`src/rtl/core/vrp_pkg.sv`:
```
//------------------------------------------------------------------------------
// vrp_pkg
// Shared types and constants of the vertex rotate/project block.
//------------------------------------------------------------------------------
package vrp_pkg;

	localparam int FracBitsDefault = 16;
	localparam int NumRegs = 8;
	localparam int AddrW = 5;

	localparam logic [AddrW-1:0] RegCos  = 5'd0;
	localparam logic [AddrW-1:0] RegSin  = 5'd4;
	localparam logic [AddrW-1:0] RegAx   = 5'd8;
	localparam logic [AddrW-1:0] RegAy   = 5'd12;
	localparam logic [AddrW-1:0] RegQ    = 5'd16;
	localparam logic [AddrW-1:0] RegBias = 5'd20;
	localparam logic [AddrW-1:0] RegSx   = 5'd24;
	localparam logic [AddrW-1:0] RegSy   = 5'd28;

	typedef struct packed {
		logic signed [17:0] cos_angle;
		logic signed [17:0] sin_angle;
		logic [30:0] x_proj_scale;
		logic [30:0] y_proj_scale;
		logic [30:0] depth_scale;
		logic signed [31:0] depth_bias;
		logic [30:0] screen_x_scale;
		logic [30:0] screen_y_scale;
	} cfg_t;

	typedef struct packed {
		logic signed [31:0] vert_x;
		logic signed [31:0] vert_y;
		logic signed [31:0] vert_z;
	} vert_t;

	typedef struct packed {
		logic signed [31:0] screen_x;
		logic signed [31:0] screen_y;
		logic signed [31:0] depth_out;
		logic w_zero;
	} pix_t;

	// projected item handed from the front to the back
	typedef struct packed {
		logic signed [31:0] px;
		logic signed [31:0] py;
		logic signed [31:0] pz;
		logic signed [31:0] w;
	} proj_t;

	function automatic logic signed [31:0] sat32(input logic signed [95:0] v);
		if (v > 96'sd2147483647) return 32'sh7fffffff;
		if (v < -96'sd2147483648) return 32'sh80000000;
		return v[31:0];
	endfunction

endpackage

```
`src/rtl/core/vrp_queue.sv`:
```
//------------------------------------------------------------------------------
// vrp_queue
// Two-entry queue between front and back.
//------------------------------------------------------------------------------
module vrp_queue (
	input  logic clk,
	input  logic arst_n,
	input  logic in_valid,
	output logic in_ready,
	input  vrp_pkg::proj_t din,
	output logic out_valid,
	input  logic out_ready,
	output vrp_pkg::proj_t dout
);
	vrp_pkg::proj_t mem_q [2];
	logic wp_q, rp_q;
	logic [1:0] cnt_q;
	logic wr, rd;
	assign in_ready = cnt_q != 2'd2;
	assign out_valid = cnt_q != 2'd0;
	assign wr = in_valid && in_ready;
	assign rd = out_valid && out_ready;
	assign dout = mem_q[rp_q];

	always_ff @(posedge clk or negedge arst_n) begin
		if (!arst_n) begin
			wp_q <= 1'b0;
			rp_q <= 1'b0;
			cnt_q <= '0;
		end else begin
			if (wr) wp_q <= !wp_q;
			if (rd) rp_q <= !rp_q;
			cnt_q <= cnt_q + {1'b0, wr} - {1'b0, rd};
		end
	end

	always_ff @(posedge clk) begin
		if (wr) mem_q[wp_q] <= din;
	end
endmodule

```
`config.mk`:
```
export PLATFORM = sky130hd
export DESIGN_NAME = vrp_queue
export DESIGN_NICKNAME = d
export VERILOG_FILES = /design/src/rtl/core/vrp_pkg.sv /design/src/rtl/core/vrp_queue.sv
export SDC_FILE = /design/constraint.sdc
export NUM_CORES = 1
export LEC_CHECK = 0
export ABC_AREA = 1
export BUFFER_PORTS_ARGS = -buffer_cell sky130_fd_sc_hd__buf_2
export CELL_PAD_IN_SITES_DETAIL_PLACEMENT = 1
export CELL_PAD_IN_SITES_GLOBAL_PLACEMENT = 2
export CORE_MARGIN = 2
export CORE_UTILIZATION = 37
export DETAILED_ROUTE_END_ITERATION = 6
export GPL_ROUTABILITY_DRIVEN = 1
export PLACE_DENSITY_LB_ADDON = 0.1
export SETUP_SLACK_MARGIN = 0.2
export SYNTH_ARGS = -nofsm -noshare
export SYNTH_HDL_FRONTEND = slang
export SYNTH_SLANG_ARGS = --single-unit
```
`constraint.sdc`:
```
create_clock -name clk -period 13 [get_ports clk]
set_clock_uncertainty 0.05 [all_clocks]
set_input_delay 0.65 -clock clk [delete_from_list [all_inputs] [get_ports clk]]
set_output_delay 0.65 -clock clk [all_outputs]
set_load 0.01 [all_outputs]
```
==> key figures <==
Power
  • Pleak: 5.17 nW
  • Max VDD drop: 0.121 mV
  • PD cells: 235 nW/um2

Drt
  • DR pass1 iterations: 4
  • Number of nets with antenna violations after routing: 0
  • Vias per inst: 4.55
  • Routed via count: 6045
  • WL final: 22.7 mm
  • # DRC: 0
  • Initial drt markers: 374
  • Wire length per cell: 17.1 um

Worst setup path
  • Worst reg2reg path depth: 4
  • Crit Path Class: flip-flop to output pin
  • Flop-to-flop setup slack: 10.25 ns
  • R2R Path End: mem_q[1][79]
  • Worst EP arrival: 3.02 ns
  • Crit path capture type: output pin
  • Max Fanout on Critical Path: 91
  • CP Launch Type: flip-flop
  • Crit path from: rp_q
  • Required @ worst endpoint: 12.30 ns
  • FF-to-FF Start: cnt_q[1]

Placement
  • Routability Congestion: 0.738
  • Pre-CTS setup slack: 9.73 ns
  • Post-Place Cell Area: 11100 um2
  • Port Buffers: 261
  • Dpl cells: 1269
  • Post-DP HPWL: 14.7 mm

Timing
  • F_max: 269 MHz
  • RSZ-0062 raised after global routing: false
  • Fin. max-slew vios: 0
  • Setup TNS: 0 ns
  • Worst-Margin Slew: 1.17 ns
  • Fin crit period: 3.72 ns
  • Final WS setup: 9.28 ns
  • WHS: 0.254 ns
  • Final count of hold timing violations: 0
  • Setup-failing EPs final: 0
  • Rel. slew slack: 0.217
  • Final period utilization: 0.286

Logic synthesis
  • Yosys warnings: 0
  • Share of the synthesized area in the top cell type: 0.806
  • Syn nets: 833
  • Asr flop ratio synth: 0.0154
  • Post-synthesis cell area: 9540 um2
  • Top post-synthesis cells by area: edfxtp_1, nand2_1, buf_4
  • Register bit count reported by yosys: 260
  • Cells after Synth: 700
  • Post-synthesis average cell area: 13.6 um2
  • Top FF cell, synth: edfxtp_1
  • Post-synth EDFFs: 256
  • Distinct cells, synth: 15
  • Sequential area share after synthesis: 0.816
  • Yosys top cell by area: edfxtp_1

GRT
  • First-pass GRT wire length: 33.9 mm
  • All-layer global routing usage: 0.163
  • Vias in the first global route: 6272
  • Initial antenna violation count: 10
  • Largest net degree at the start of global routing: 92
  • Total grt overflow: 0

Cells and area
  • Finished Cell Area: 12100 um2
  • Nets: 1103
  • Finished Layout Cells: 1328
  • P&R area growth vs syn: 26.5%
  • Layout cells sized above 1: 0.313

CTS
  • Clk slew on worst S/H paths: 0.06 ns
  • CTS buffer count: 28
  • Resize count post-CTS: 0
  • Clock Tree Root: clkbuf_16
  • Clock Sinks: 260
  • CTS Hold Bufs: 1
  • H-tree levels: 1
  • CTS tree: built
  • Worst-Skew Late Latency: 0.52 ns
  • Setup bufs post-CTS: 0
  • Maximum buffer depth of the clock tree: 3

Die
  • Core ar.: 25300 um2
  • # IOs: 262
  • Starting Density: 0.378
  • Die ar.: 27100 um2
  • Die X: 165 um
  • Rows: 58
  • Chip Height: 165 um

Hold path
  • Worst Hold Endpoint: mem_q[1][52]
  • Hold Crit Start: din[52]
  • Hold Crit Depth: 1
  • Worst min path class: input port to flip-flop

Job
  • Max capacitance violation total: 0

Outcome
  • Status: finished clean
## through the flow
step / util / power [mW]
global placement: 0.441 / 2.09
global route: 0.477 / 3.02
finish: 0.478 / 2.84
CTS: 0.477 / 2.90
detailed placement: 0.441 / 2.12
floorplan: - / 1.76
## worst max path at each step
| stage | to | slack, ns |
|---|---|---|
| floorplan | mem_q[1][0] | 6.23 |
| global placement | dout[98] | 9.80 |
| detailed placement | dout[2] | 9.73 |
| CTS | dout[2] | 9.16 |
| global route | dout[65] | 8.93 |
| finish | dout[65] | 9.28 |
## power by group
group / switching [mW] / total [mW] / internal (mW)
Clock: 0.307 / 0.771 / 0.464
Combinational: 0.580 / 0.847 / 0.267
Sequential: 0.0714 / 1.22 / 1.15
Total: 0.958 / 2.84 / 1.88
## synth_stat cells, types with 2 or more instances
| library cell | n |
|---|---|
| buf_2 | 10 |
| inv_1 | 7 |
| nand2_1 | 393 |
| dfrtp_1 | 4 |
| nand3_1 | 2 |
| buf_4 | 16 |
| nor2_1 | 5 |
| edfxtp_1 | 256 |
## critical path: stages, from the launching register on
cell and delay [ns]:
dfrtp_4 0.72, inv_4 0.42, buf_4 0.82, nand2_1 0.16, nand2_1 0.12, buf_2 0.13
## cells by family after synthesis
group | Yosys count | synth area share
AO/OA/AOI/OAI | 2 | 0.00105
XOR/XNOR | 1 | 0.000918
adder cells (fa/ha/maj) | 1 | 0.00131
buffers and inverters | 36 | 0.0226
flip-flops | 260 | 0.816
AND/OR/NAND/NOR | 400 | 0.158
## cell type report
type | count | area, um2
inverter | 8 | 32.5
antenna | 6 | 15.0
fill | 2691 | 13200
sequential | 260 | 7790
multi-input combinational | 404 | 1550
clock inverter | 17 | 151
tap | 330 | 413
timing repair buffer | 268 | 1360
clock buffer | 35 | 748
## placed cells by master, fill, tap and decap left out, drive strengths merged
cell,synthesis,layout
nand2,393,393
buf,27,267
edfxtp,256,256
clkbuf,1,35
clkinv,0,14
inv,8,8
diode,0,6
nor2,5,5
dfrtp,4,4
bufinv,0,3
nand3,2,2
o21ai,1,1
a21oi,1,1
xor2,1,1
ha,1,1
dlygate4sd3,0,1
## state kept, by name, summed over array words and instances (netlist names)
register  count
wp_q          1
cnt_q         2
mem_q       256
rp_q          1
## metal layers
layer / share of wire / global-route usage
met2: 0.49 / 0.275
met3: 0.089 / 0.0560
met4: 0.024 / 0.0466
met5: 0.0020 / 0
met1: 0.40 / 0.200
No activity file was read; power rests on OpenSTA's default activity.
